--- config.mk ---
export PLATFORM = sky130hd
export DESIGN_NAME = ps2_mouse_packet_tracker_top_flat
export DESIGN_NICKNAME = d
export VERILOG_FILES = /design/src/ps2mt_pkg.sv /design/src/ps2mt_ifs.sv /design/src/ps2mt_cfg_regs.sv /design/src/ps2mt_in_stage.sv /design/src/ps2mt_tracker.sv /design/src/ps2_mouse_packet_tracker_top.sv /design/src/flat_wrapper.sv
export SDC_FILE = /design/constraint.sdc
export NUM_CORES = 1
export LEC_CHECK = 0
export ABC_AREA = 1
export BUFFER_PORTS_ARGS = -buffer_cell sky130_fd_sc_hd__buf_2
export CAP_MARGIN = 20
export CORE_MARGIN = 2
export CORE_UTILIZATION = 61
export DETAILED_ROUTE_END_ITERATION = 8
export GPL_TIMING_DRIVEN = 0
export PLACE_DENSITY = 0.81
export REMOVE_ABC_BUFFERS = 1
export SETUP_SLACK_MARGIN = 0.15
export SLEW_MARGIN = 30
export SYNTH_ARGS = -nofsm -noshare
export SYNTH_HDL_FRONTEND = slang
export SYNTH_HIERARCHICAL = 1
export SYNTH_SLANG_ARGS = --single-unit
export TNS_END_PERCENT = 50
--- constraint.sdc ---
create_clock -name clk_i -period 3.7 [get_ports clk_i]
set_input_delay 0.74 -clock clk_i [delete_from_list [all_inputs] [get_ports clk_i]]
set_output_delay 0.74 -clock clk_i [all_outputs]
set_load 0.005 [all_outputs]
--- src/ps2mt_pkg.sv ---
// Shared types, constants and helper functions for the PS/2 mouse packet tracker.
// No dependencies; every other file of the block imports this package.
package ps2mt_pkg;

  // Coordinate and configuration widths
  localparam int COORD_WIDTH    = 12;
  localparam int SIZE_WIDTH     = 13;
  localparam int SUM_WIDTH      = COORD_WIDTH + 2;
  localparam int CLAMP_WIDTH    = (COORD_WIDTH > SIZE_WIDTH) ? COORD_WIDTH : SIZE_WIDTH;
  localparam int CFG_IDX_WIDTH  = 2;
  localparam int CFG_DATA_WIDTH = SIZE_WIDTH;

  // Configuration register indexes
  typedef enum logic [CFG_IDX_WIDTH-1:0] {
    CFG_EXTENDED_MODE = 2'd0,
    CFG_VIEW_WIDTH    = 2'd1,
    CFG_VIEW_HEIGHT   = 2'd2
  } cfg_reg_e;

  // Controller status and first-byte bit positions
  localparam int ST_FULL_BIT  = 0;
  localparam int ST_AUX_BIT   = 5;
  localparam int B0_LEFT_BIT  = 0;
  localparam int B0_SYNC_BIT  = 3;
  localparam int B0_XSIGN_BIT = 4;
  localparam int B0_YSIGN_BIT = 5;

  // Wheel nibble codes and scroll directions
  localparam logic [3:0]        WHEEL_UP_NIB   = 4'h1;
  localparam logic [3:0]        WHEEL_DOWN_NIB = 4'hF;
  localparam logic signed [1:0] SCROLL_NONE    = 2'sb00;
  localparam logic signed [1:0] SCROLL_UP      = 2'sb01;
  localparam logic signed [1:0] SCROLL_DOWN    = 2'sb11;

  // Byte positions inside a packet
  localparam logic [1:0] POS_FIRST      = 2'd0;
  localparam logic [1:0] POS_LAST_STD   = 2'd2;
  localparam logic [1:0] POS_LAST_WHEEL = 2'd3;

  // Reset values
  localparam logic [SIZE_WIDTH-1:0]  RST_VIEW_WIDTH  = SIZE_WIDTH'(800);
  localparam logic [SIZE_WIDTH-1:0]  RST_VIEW_HEIGHT = SIZE_WIDTH'(600);
  localparam logic [COORD_WIDTH-1:0] RST_POS_X       = COORD_WIDTH'(400);
  localparam logic [COORD_WIDTH-1:0] RST_POS_Y       = COORD_WIDTH'(300);

  // Configuration as seen by the datapath
  typedef struct packed {
    logic                  extended_mode;
    logic [SIZE_WIDTH-1:0] view_width;
    logic [SIZE_WIDTH-1:0] view_height;
  } cfg_t;

  // Registered input beat
  typedef struct packed {
    logic [7:0] status_byte;
    logic [7:0] data_byte;
  } beat_t;

  // Handshake between the input register and the tracker stage
  typedef struct packed {
    logic valid;
  } stage_ctrl_t;

  // Clamp a signed position sum to 0 .. min(size-1, coordinate max); size 0 pins at 0
  function automatic logic [COORD_WIDTH-1:0] clamp_axis(
    input logic signed [SUM_WIDTH-1:0] v,
    input logic [SIZE_WIDTH-1:0]       size
  );
    logic [CLAMP_WIDTH-1:0] lim_full;
    logic [CLAMP_WIDTH-1:0] cap;
    logic [COORD_WIDTH-1:0] lim;
    logic [SUM_WIDTH-1:0]   v_u;
    logic [COORD_WIDTH-1:0] res;
    lim_full = (size == '0) ? '0 : CLAMP_WIDTH'(size - SIZE_WIDTH'(1));
    cap      = CLAMP_WIDTH'({COORD_WIDTH{1'b1}});
    lim      = (lim_full > cap) ? cap[COORD_WIDTH-1:0] : lim_full[COORD_WIDTH-1:0];
    v_u      = $unsigned(v);
    if (v[SUM_WIDTH-1]) begin
      res = '0;
    end else if (v_u > {2'b00, lim}) begin
      res = lim;
    end else begin
      res = v_u[COORD_WIDTH-1:0];
    end
    return res;
  endfunction

endpackage

--- src/ps2mt_ifs.sv ---
// Valid/ready channel interfaces for the mouse tracker: input byte beats and result beats.
// Depends on ps2mt_pkg for the coordinate width.
interface ps2mt_byte_if;
  logic       valid;
  logic       ready;
  logic [7:0] status_byte;
  logic [7:0] data_byte;

  modport source (output valid, status_byte, data_byte, input ready);
  modport sink   (input valid, status_byte, data_byte, output ready);
endinterface

interface ps2mt_result_if;
  import ps2mt_pkg::*;
  logic                   valid;
  logic                   ready;
  logic                   packet_done;
  logic                   byte_dropped;
  logic [COORD_WIDTH-1:0] cursor_x;
  logic [COORD_WIDTH-1:0] cursor_y;
  logic                   left_pressed;
  logic signed [1:0]      scroll_dir;

  modport source (output valid, packet_done, byte_dropped, cursor_x, cursor_y,
                  left_pressed, scroll_dir, input ready);
  modport sink   (input valid, packet_done, byte_dropped, cursor_x, cursor_y,
                  left_pressed, scroll_dir, output ready);
endinterface

--- src/ps2mt_cfg_regs.sv ---
// Configuration registers of the mouse tracker: wheel mode and screen size.
// Depends on ps2mt_pkg.
module ps2mt_cfg_regs (
  input  logic                                 clk_i,
  input  logic                                 rst_ni,
  input  logic                                 cfg_we_i,
  input  logic [ps2mt_pkg::CFG_IDX_WIDTH-1:0]  cfg_idx_i,
  input  logic [ps2mt_pkg::CFG_DATA_WIDTH-1:0] cfg_data_i,
  output ps2mt_pkg::cfg_t                      cfg_o
);
  import ps2mt_pkg::*;

  cfg_t cfg_q, cfg_d;

  // Register write decode; unknown indexes are ignored
  always_comb begin
    cfg_d = cfg_q;
    if (cfg_we_i) begin
      unique case (cfg_idx_i)
        CFG_EXTENDED_MODE: cfg_d.extended_mode = cfg_data_i[0];
        CFG_VIEW_WIDTH:    cfg_d.view_width    = cfg_data_i[SIZE_WIDTH-1:0];
        CFG_VIEW_HEIGHT:   cfg_d.view_height   = cfg_data_i[SIZE_WIDTH-1:0];
        default:           cfg_d = cfg_q;
      endcase
    end
  end

  always_ff @(posedge clk_i or negedge rst_ni) begin
    if (!rst_ni) begin
      cfg_q.extended_mode <= 1'b0;
      cfg_q.view_width    <= RST_VIEW_WIDTH;
      cfg_q.view_height   <= RST_VIEW_HEIGHT;
    end else begin
      cfg_q <= cfg_d;
    end
  end

  assign cfg_o = cfg_q;

endmodule

--- src/ps2mt_in_stage.sv ---
// Input register of the mouse tracker: captures one status/data beat per cycle while its slot is free.
// Depends on ps2mt_pkg and ps2mt_byte_if.
module ps2mt_in_stage (
  input  logic                     clk_i,
  input  logic                     rst_ni,
  ps2mt_byte_if.sink               byte_i,
  input  logic                     advance_i,
  output ps2mt_pkg::stage_ctrl_t   ctrl_o,
  output ps2mt_pkg::beat_t         beat_o
);
  import ps2mt_pkg::*;

  logic  valid_q;
  beat_t beat_q;

  // Free slot when empty or when the held beat moves on this cycle
  assign byte_i.ready = !valid_q || advance_i;

  always_ff @(posedge clk_i or negedge rst_ni) begin
    if (!rst_ni) begin
      valid_q <= 1'b0;
    end else if (byte_i.ready) begin
      valid_q <= byte_i.valid;
    end
  end

  // Payload needs no reset
  always_ff @(posedge clk_i) begin
    if (byte_i.valid && byte_i.ready) begin
      beat_q.status_byte <= byte_i.status_byte;
      beat_q.data_byte   <= byte_i.data_byte;
    end
  end

  assign ctrl_o.valid = valid_q;
  assign beat_o       = beat_q;

endmodule

--- src/ps2mt_tracker.sv ---
// Packet assembly, cursor update and result register of the mouse tracker.
// Depends on ps2mt_pkg and ps2mt_result_if.
module ps2mt_tracker (
  input  logic                   clk_i,
  input  logic                   rst_ni,
  input  ps2mt_pkg::stage_ctrl_t ctrl_i,
  input  ps2mt_pkg::beat_t       beat_i,
  input  ps2mt_pkg::cfg_t        cfg_i,
  output logic                   advance_o,
  ps2mt_result_if.source         result_o
);
  import ps2mt_pkg::*;

  // Tracking state
  logic [1:0]             byte_pos_q, byte_pos_d;
  logic [7:0]             store_q [3];
  logic [COORD_WIDTH-1:0] pos_x_q, pos_x_d;
  logic [COORD_WIDTH-1:0] pos_y_q, pos_y_d;
  logic                   left_q, left_d;
  logic signed [1:0]      wheel_q, wheel_d;

  // Result register
  logic                   out_valid_q;
  logic                   done_q, dropped_q;
  logic [COORD_WIDTH-1:0] out_x_q, out_y_q;
  logic                   out_left_q;
  logic signed [1:0]      out_wheel_q;

  logic                        take;
  logic                        store_we;
  logic                        done, dropped;
  logic [1:0]                  last_pos;
  logic [7:0]                  b0, b1, b2;
  logic signed [SUM_WIDTH-1:0] dx, dy, nx, ny;

  // Move a beat into the result register when it is empty or being drained
  assign advance_o = ctrl_i.valid && (!out_valid_q || result_o.ready);

  // Delta and new position
  assign take     = beat_i.status_byte[ST_FULL_BIT] && beat_i.status_byte[ST_AUX_BIT];
  assign last_pos = cfg_i.extended_mode ? POS_LAST_WHEEL : POS_LAST_STD;
  assign b0       = store_q[0];
  assign b1       = store_q[1];
  assign b2       = cfg_i.extended_mode ? store_q[2] : beat_i.data_byte;
  assign dx       = SUM_WIDTH'($signed({b0[B0_XSIGN_BIT], b1}));
  assign dy       = SUM_WIDTH'($signed({b0[B0_YSIGN_BIT], b2}));
  assign nx       = $signed({2'b00, pos_x_q}) + dx;
  assign ny       = $signed({2'b00, pos_y_q}) - dy;

  // Next state for one accepted byte
  always_comb begin
    byte_pos_d = byte_pos_q;
    pos_x_d    = pos_x_q;
    pos_y_d    = pos_y_q;
    left_d     = left_q;
    wheel_d    = wheel_q;
    store_we   = 1'b0;
    done       = 1'b0;
    dropped    = 1'b0;
    if (advance_o && take) begin
      if (byte_pos_q == POS_FIRST && !beat_i.data_byte[B0_SYNC_BIT]) begin
        dropped = 1'b1;
      end else if (byte_pos_q < last_pos) begin
        store_we   = 1'b1;
        byte_pos_d = byte_pos_q + 2'd1;
      end else begin
        done       = 1'b1;
        byte_pos_d = POS_FIRST;
        left_d     = b0[B0_LEFT_BIT];
        if (cfg_i.extended_mode) begin
          if (beat_i.data_byte[3:0] == WHEEL_UP_NIB) begin
            wheel_d = SCROLL_UP;
          end else if (beat_i.data_byte[3:0] == WHEEL_DOWN_NIB) begin
            wheel_d = SCROLL_DOWN;
          end
        end
        pos_x_d = clamp_axis(nx, cfg_i.view_width);
        pos_y_d = clamp_axis(ny, cfg_i.view_height);
      end
    end
  end

  // Control state
  always_ff @(posedge clk_i or negedge rst_ni) begin
    if (!rst_ni) begin
      byte_pos_q  <= POS_FIRST;
      pos_x_q     <= RST_POS_X;
      pos_y_q     <= RST_POS_Y;
      left_q      <= 1'b0;
      wheel_q     <= SCROLL_NONE;
      out_valid_q <= 1'b0;
    end else begin
      byte_pos_q <= byte_pos_d;
      pos_x_q    <= pos_x_d;
      pos_y_q    <= pos_y_d;
      left_q     <= left_d;
      wheel_q    <= wheel_d;
      if (advance_o) begin
        out_valid_q <= 1'b1;
      end else if (result_o.ready) begin
        out_valid_q <= 1'b0;
      end
    end
  end

  // Packet byte store, written at the current byte position
  always_ff @(posedge clk_i) begin
    if (store_we) begin
      case (byte_pos_q)
        2'd0:    store_q[0] <= beat_i.data_byte;
        2'd1:    store_q[1] <= beat_i.data_byte;
        2'd2:    store_q[2] <= beat_i.data_byte;
        default: ;
      endcase
    end
  end

  // Result payload
  always_ff @(posedge clk_i) begin
    if (advance_o) begin
      done_q      <= done;
      dropped_q   <= dropped;
      out_x_q     <= pos_x_d;
      out_y_q     <= pos_y_d;
      out_left_q  <= left_d;
      out_wheel_q <= wheel_d;
    end
  end

  assign result_o.valid        = out_valid_q;
  assign result_o.packet_done  = done_q;
  assign result_o.byte_dropped = dropped_q;
  assign result_o.cursor_x     = out_x_q;
  assign result_o.cursor_y     = out_y_q;
  assign result_o.left_pressed = out_left_q;
  assign result_o.scroll_dir   = out_wheel_q;

endmodule

--- src/ps2_mouse_packet_tracker_top.sv ---
// Top level of the PS/2 mouse packet tracker.
// Depends on ps2mt_pkg, ps2mt_ifs, ps2mt_cfg_regs, ps2mt_in_stage and ps2mt_tracker.
//
// Every accepted status/data beat yields exactly one result beat: the beat waits in the
// input register, then the tracker stage updates the cursor and loads the result
// register, which offers it on result_o. A byte is used only when the status shows
// output full and auxiliary data; packets are 3 bytes, or 4 with the wheel byte when
// extended_mode is set, and a first byte without bit 3 is dropped. The block takes one
// beat per clock cycle; a result waiting on the output holds the tracker stage, and
// byte_i.ready then stays high only while the input register is empty (one more beat
// at most). Write the configuration registers only while no beat is in flight.
module ps2_mouse_packet_tracker_top (
  input  logic                                 clk_i,
  input  logic                                 rst_ni,
  ps2mt_byte_if.sink                           byte_i,
  ps2mt_result_if.source                       result_o,
  input  logic                                 cfg_we_i,
  input  logic [ps2mt_pkg::CFG_IDX_WIDTH-1:0]  cfg_idx_i,
  input  logic [ps2mt_pkg::CFG_DATA_WIDTH-1:0] cfg_data_i
);
  import ps2mt_pkg::*;

  cfg_t        cfg;
  stage_ctrl_t stage_ctrl;
  beat_t       beat;
  logic        advance;

  ps2mt_cfg_regs u_cfg_regs (
    .clk_i      (clk_i),
    .rst_ni     (rst_ni),
    .cfg_we_i   (cfg_we_i),
    .cfg_idx_i  (cfg_idx_i),
    .cfg_data_i (cfg_data_i),
    .cfg_o      (cfg)
  );

  ps2mt_in_stage u_in_stage (
    .clk_i     (clk_i),
    .rst_ni    (rst_ni),
    .byte_i    (byte_i),
    .advance_i (advance),
    .ctrl_o    (stage_ctrl),
    .beat_o    (beat)
  );

  ps2mt_tracker u_tracker (
    .clk_i     (clk_i),
    .rst_ni    (rst_ni),
    .ctrl_i    (stage_ctrl),
    .beat_i    (beat),
    .cfg_i     (cfg),
    .advance_o (advance),
    .result_o  (result_o)
  );

endmodule

--- src/flat_wrapper.sv ---
// flat-port wrapper written by rule: the top's interface ports become plain ports
module ps2_mouse_packet_tracker_top_flat import ps2mt_pkg::*;
  (clk_i, rst_ni, cfg_we_i, cfg_idx_i, cfg_data_i, byte_i_valid, byte_i_status_byte, byte_i_data_byte, byte_i_ready, result_o_valid, result_o_packet_done, result_o_byte_dropped, result_o_cursor_x, result_o_cursor_y, result_o_left_pressed, result_o_scroll_dir, result_o_ready);
  ps2mt_byte_if byte_i_i ();
  ps2mt_result_if result_o_i ();
  input  logic clk_i;
  input  logic rst_ni;
  input  logic cfg_we_i;
  input  logic [ps2mt_pkg::CFG_IDX_WIDTH-1:0] cfg_idx_i;
  input  logic [ps2mt_pkg::CFG_DATA_WIDTH-1:0] cfg_data_i;
  input wire logic [$bits(byte_i_i.valid)-1:0] byte_i_valid;
  input wire logic [$bits(byte_i_i.status_byte)-1:0] byte_i_status_byte;
  input wire logic [$bits(byte_i_i.data_byte)-1:0] byte_i_data_byte;
  output wire logic [$bits(byte_i_i.ready)-1:0] byte_i_ready;
  output wire logic [$bits(result_o_i.valid)-1:0] result_o_valid;
  output wire logic [$bits(result_o_i.packet_done)-1:0] result_o_packet_done;
  output wire logic [$bits(result_o_i.byte_dropped)-1:0] result_o_byte_dropped;
  output wire logic [$bits(result_o_i.cursor_x)-1:0] result_o_cursor_x;
  output wire logic [$bits(result_o_i.cursor_y)-1:0] result_o_cursor_y;
  output wire logic [$bits(result_o_i.left_pressed)-1:0] result_o_left_pressed;
  output wire logic [$bits(result_o_i.scroll_dir)-1:0] result_o_scroll_dir;
  input wire logic [$bits(result_o_i.ready)-1:0] result_o_ready;
  assign byte_i_i.valid = byte_i_valid;
  assign byte_i_i.status_byte = byte_i_status_byte;
  assign byte_i_i.data_byte = byte_i_data_byte;
  assign byte_i_ready = byte_i_i.ready;
  assign result_o_valid = result_o_i.valid;
  assign result_o_packet_done = result_o_i.packet_done;
  assign result_o_byte_dropped = result_o_i.byte_dropped;
  assign result_o_cursor_x = result_o_i.cursor_x;
  assign result_o_cursor_y = result_o_i.cursor_y;
  assign result_o_left_pressed = result_o_i.left_pressed;
  assign result_o_scroll_dir = result_o_i.scroll_dir;
  assign result_o_i.ready = result_o_ready;
  ps2_mouse_packet_tracker_top u_core (.clk_i(clk_i), .rst_ni(rst_ni), .byte_i(byte_i_i), .result_o(result_o_i), .cfg_we_i(cfg_we_i), .cfg_idx_i(cfg_idx_i), .cfg_data_i(cfg_data_i));
endmodule
# After elaboration in Yosys (flattened, before gate mapping)
# Memories as Yosys holds them, arrays and structs flattened.
# Cells that the tools add are included.
# totals
reg_bits	101
ramBits	24
inputBits	36
output_inout_bits	31
wordCells	107
mem_count	1
# mem_list
name	depth	width	read_ports	rd_clocked_by_memory_dff	write_ports	line	source
u_core.u_tracker.store_q	3	8	3	0	1	ps2mt_tracker.sv:16	logic [7:0] store_q [3];
# classes
n_addsub	5
magnitude_cmp	5
eq_ne	6
mux	48
bitwise	2
n_reduce_logical	22
# ops
op	count
$mux 12	12
$gt 14x12->1	2
$gt 13x12->1 const B	2
$logic_not 13->1	2
$mux 13	2
$sub 13x1->13 const B	2
$mux 8	3
$mux 1	22
$mux 2	9
$reduce_or 8->1	2
$add 13x9->14	1
$sub 13x9->14	1
$reduce_and 2->1	4
$logic_and 1x1->1	5
$eq 2x1->1 const B	2
$eq 2x2->1 const B	2
$eq 4x1->1 const B	1
$eq 4x4->1 const B	1
$logic_not 2->1	2
$logic_not 1->1	3
$add 2x1->2 const B	1
$logic_or 1x1->1	2
$lt 2x2->1	1
$not 1->1	2
other kinds (2)	2

# Logic depth before layout (Yosys ltp)
# logic_depth
depth_word	10
ltp_mapped	25
depth_no_buf	23

# Modules after synthesis
# Netlist, hierarchy kept.
# by_module_without_submodules
mod	instances	cells_per_inst	area_each_um2	seq_area_each_um2
ps2mt_tracker	1	708	5716.7	2200.9
ps2mt_cfg_regs	1	125	1174.9	684.4
ps2mt_in_stage	1	22	525.5	505.5

# Least setup slack after synthesis
# No wires, ideal clock.
# synth_path
kind	flip-flop to flip-flop
start	register u_core.u_cfg_regs.cfg_q (netlist bit u_core/u_cfg_regs/cfg_o[26])
end	register u_core.u_tracker.out_y_q[7] (netlist: u_core/u_tracker/result_o.cursor_y[7]) (data pin)
setup_time_ns	0.257
arrival_time_ns	2.926
t_required_ns	3.443
path_slack_ns	0.517
stages_incl_launch_ff	21
path_buffers	2
period_less_slack_ns	3.183
cell_sequence	dfrtp_1 > buf_2 > mux2i_1 > ha_1 > nand2_1 > nand2_1 > nand3_1 > nand2_1 > a21oi_1 > o21bai_1 > xor2_1 > inv_1 > ha_1 > a21oi_1 > a21boi_2 > nand3_2 > nand2_2 > buf_6 > nand2_1 > nand3_1 > nand2_1
# synth_between
elab_chain_len	8
word_cells_on_any_way	10
classes_between	add/sub (1); order compare (2); mux (7)
# synth_lines
item	line	source
from (decl)	ps2mt_cfg_regs.sv:13	cfg_t cfg_q, cfg_d;
from (signal assigned)	ps2mt_cfg_regs.sv:34	cfg_q <= cfg_d;
$mux 8	ps2mt_tracker.sv:44	assign b2 = cfg_i.extended_mode ? store_q[2] : beat_i.data_byte;
$sub 13x9->14	ps2mt_tracker.sv:48	assign ny = $signed({2'b00, pos_y_q}) - dy;
$gt 14x12->1	ps2mt_pkg.sv:80	end else if (v_u > {2'b00, lim}) begin
$mux 12	ps2mt_pkg.sv:80	
$mux 12	ps2mt_pkg.sv:78	if (v[SUM_WIDTH-1]) begin
$mux 12 (*)	ps2mt_tracker.sv:63	end else if (byte_pos_q < last_pos) begin
$mux 12 (*)	ps2mt_tracker.sv:61	if (byte_pos_q == POS_FIRST && !beat_i.data_byte[B0_SYNC_BIT]) begin
$mux 12 (*)	ps2mt_tracker.sv:60	if (advance_o && take) begin
named net u_core.u_tracker.pos_y_d[7]	ps2mt_tracker.sv:18	logic [COORD_WIDTH-1:0] pos_y_q, pos_y_d;
to (signal assigned)	ps2mt_tracker.sv:124	out_y_q <= pos_y_d;
to (decl)	ps2mt_tracker.sv:25	logic [COORD_WIDTH-1:0] out_x_q, out_y_q;
# Mark *: on every way through the listed nets, which the timed path passes. The rest lies on a longest branch.
# A chain may end at the register's enable or synchronous reset.

# Worst setup path after layout
# layout_path
start	register u_core.u_cfg_regs.cfg_q (netlist bit u_core/u_cfg_regs/cfg_o[26])
end	register u_core.u_tracker.out_y_q[0] (netlist: u_core/u_tracker/result_o.cursor_y[0]) (data pin)
# Same word-level chain as after synthesis.

==> out/metrics.csv <==
stage;metric;value;unit
sta;Clock Skew;0.01248;ns
routing;DR vias;6536;
routing;drc violations;6;
floorplan;initial core utilization;62.84;%
outcome;violated checks;DRC, setup timing;
setup_path;critical path arrival;3.93;ns
cts;CTS Buf Count;17;
global_route;Congestion Overflow GR;0;
sta;Setup WS post-layout;-0.06105;ns
cts;clock buffer depth;2;
yosys;Yosys warnings;6;
final_layout;Area Growth Syn to Fin;23.22;%
floorplan;core footprint;11520;µm²
sta;worst-margin pin slew;1.035;ns
routing;Initial DRT Pass Iterations;8;
yosys;synthesized area;7237;µm²
cts;htree depth;4;
final_layout;final instance area;8917;µm²
sta;Tmin final;3.761;ns
global_route;vias in the first global route;5685;
cts;Clk Latency, worst-skew pair;0.43;ns
place;post-DP HPWL;10800;µm
yosys;cell count after synthesis;849;
setup_path;CP startpoint kind;flip-flop;
cts;CTS tree;done;
floorplan;Ports;67;
global_route;initial antenna violation count;0;
final_layout;Fill cells;698;
final_layout;# diodes;0;
outcome;status;finished with violations;
routing;met2 routed WL;10200;µm
place;Placed Instances;1026;
routing;vias per cell;5.985;
sta;Final setup viols;7;
floorplan;Die H;112.9;µm
place;DP Area;7533;µm²
power_and_ir_drop;Lkg Pwr;4.318;nW
sta;fmax;265.9;MHz
routing;WL final;19970;µm
routing;uppermost layer routed;met4;
global_route;largest net degree at the start of global routing;59;
global_route;global-route wire length before repair;26480;µm
routing;initial DRC count;663;
place;Routability Congestion;0.8892;
power_and_ir_drop;maximum VDD drop;0.0004811;V
routing;routed wl met3;1352;µm
min_path;worst min-delay path class;in2async;
power_and_ir_drop;total power;6.905;mW
job;Max Cap Viol;0;
sta;RSZ-0062 raised after global routing;yes;
sta;final hold vios;0;
routing;DR WL/cell;18.29;µm
sta;slew margin rel.;30.98;%
place;Post-Place Setup Slack;-0.4741;ns
setup_path;CP max FO;7;
cts;Reg clk slew, reported paths;0.05;ns
floorplan;Rows;39;
floorplan;Die Span X;112.9;µm
setup_path;CP endpoint kind;flip-flop;
final_layout;Layout Nets;1029;
floorplan;DIE AREA;12750;µm²
global_route;GRT Util Overall;26.61;%
setup_path;critical path class;reg2reg;
routing;wl on met1;7478;µm
place;PortBufs;60;
final_layout;share of layout cells above drive strength 1;26.45;%
cts;CTS root buffer;clkbuf_16;
cts;Sink Count;116;
final_layout;non-filler cells, final;1092;
setup_path;worst endpoint required time;3.87;ns
routing;Antenna Nets Post-Route;0;
cts;hold_buf cts;0;
power_and_ir_drop;Pwr Density;774.3;nW/µm²
sta;setup TNS;-0.1981;ns
yosys;Mean Syn Cell Area;8.524;µm²
sta;Pins Over Slew Limit;0;
sta;Tcrit/Tclk final;101.7;%
==> layer usage <==
metal	vias to the layer above	track usage [%]
li1	2966	-
met1	3128	32.08
met2	348	46.22
met3	94	6.160
met4	0	10.89
met5	-	0
==> through the flow <==
stage	utilization, %	hold WS, ns
finish	77.43	0.3837
global route	77.43	0.4458
CTS	71.91	0.4256
detailed placement	65.42	0.4465
global placement	65.40	0.4444
floorplan	-	0.4251
==> power breakdown <==
| part | switching, mW | internal, mW | leakage, nW |
|---|---|---|---|
| registers | 0.210 | 1.71 | 1.26 |
| logic | 2.13 | 1.27 | 2.79 |
| clock network | 0.598 | 0.980 | 0.267 |
| total | 2.94 | 3.96 | 4.32 |
==> worst paths after layout <==
check	startpoint	to	slack [ns]	cells after the start
max	u_core/u_cfg_regs/cfg_o[26]$_DFFE_PN0P_	u_core/u_tracker/result_o.cursor_y[0]$_DFFE_PP_	-0.06	18
min	rst_ni	u_core/u_tracker/pos_x_q[11]$_DFF_PN0_	0.38	1
max reg2reg	u_core/u_cfg_regs/cfg_o[26]$_DFFE_PN0P_	u_core/u_tracker/result_o.cursor_y[0]$_DFFE_PP_	-0.06	18
min reg2reg	u_core/u_tracker/store_q[0][0]$_DFFE_PP_	u_core/u_tracker/left_q$_DFF_PN0_	0.48	2
max in group asynchronous	rst_ni	u_core/u_cfg_regs/cfg_o[26]$_DFFE_PN0P_	2.76	1
min in group clk_i	u_core/u_tracker/store_q[0][0]$_DFFE_PP_	u_core/u_tracker/left_q$_DFF_PN0_	0.48	2
==> flip-flops by register name, summed over array words and instances, names as in the netlist <==
register and cells:
u_core/u_cfg_regs/cfg_o 27, u_core/u_in_stage/beat_o 10, u_core/u_in_stage/ctrl_o 1, u_core/u_tracker/byte_pos_q 2
u_core/u_tracker/left_q 1, u_core/u_tracker/pos_x_q 12, u_core/u_tracker/pos_y_q 12, u_core/u_tracker/result_o.byte_dropped 1
u_core/u_tracker/result_o.cursor_x 12, u_core/u_tracker/result_o.cursor_y 12, u_core/u_tracker/result_o.left_pressed 1, u_core/u_tracker/result_o.packet_done 1
u_core/u_tracker/result_o.scroll_dir 2, u_core/u_tracker/result_o.valid 1, u_core/u_tracker/store_q 19, u_core/u_tracker/wheel_q 2
==> layout by cell type (no fill, tap or decap), types with 9 or more instances in the layout <==
cell / count
dfstp_2: 14
nand4_1: 28
edfxtp_1: 58
o21ai_0: 21
dfrtp_1: 43
buf_2: 59
a21oi_1: 28
xor2_1: 28
nand2_2: 23
nand2_1: 207
clkbuf_16: 17
inv_1: 108
o21bai_1: 9
nand3_2: 22
buf_4: 26
ha_1: 47
nand3_1: 54
nor2_1: 29
==> layout make-up <==
class                   count  area [µm²]  share of cell area, %
multi-input cells         590        3949                  44.28
flip-flops and latches    116        3212                  36.02
repair buffers             90       555.5                  6.230
inverters                 121       454.2                  5.093
clock buffers              18       429.2                  4.813
well taps                 143       178.9                  2.006
clock inverters            14       138.9                  1.557
==> repair_timing <==
item,CTS,global route
endpoints found under the hold margin,0,0
gates cloned,1,3
endpoints found under the setup margin,41,48
setup buffers,7,23
pin swaps,5,36
resized for setup,24,98
==> worst max-delay path, cell delays in order (launching register included) <==
cell	delay (ns)
dfrtp_2	0.50
buf_12	0.17
mux2i_2	0.29
ha_4	0.27
nand2_1	0.08
nand2_1	0.10
nand2_1	0.09
nand2_1	0.13
a21oi_4	0.19
xnor2_1	0.13
ha_1	0.30
nand2_1	0.13
o21ai_1	0.30
nand3_2	0.17
buf_4	0.17
nand3_2	0.12
nand3_1	0.12
nand3_1	0.13
nand2_1	0.10
Note: power is estimated with default switching activity, not from simulation.
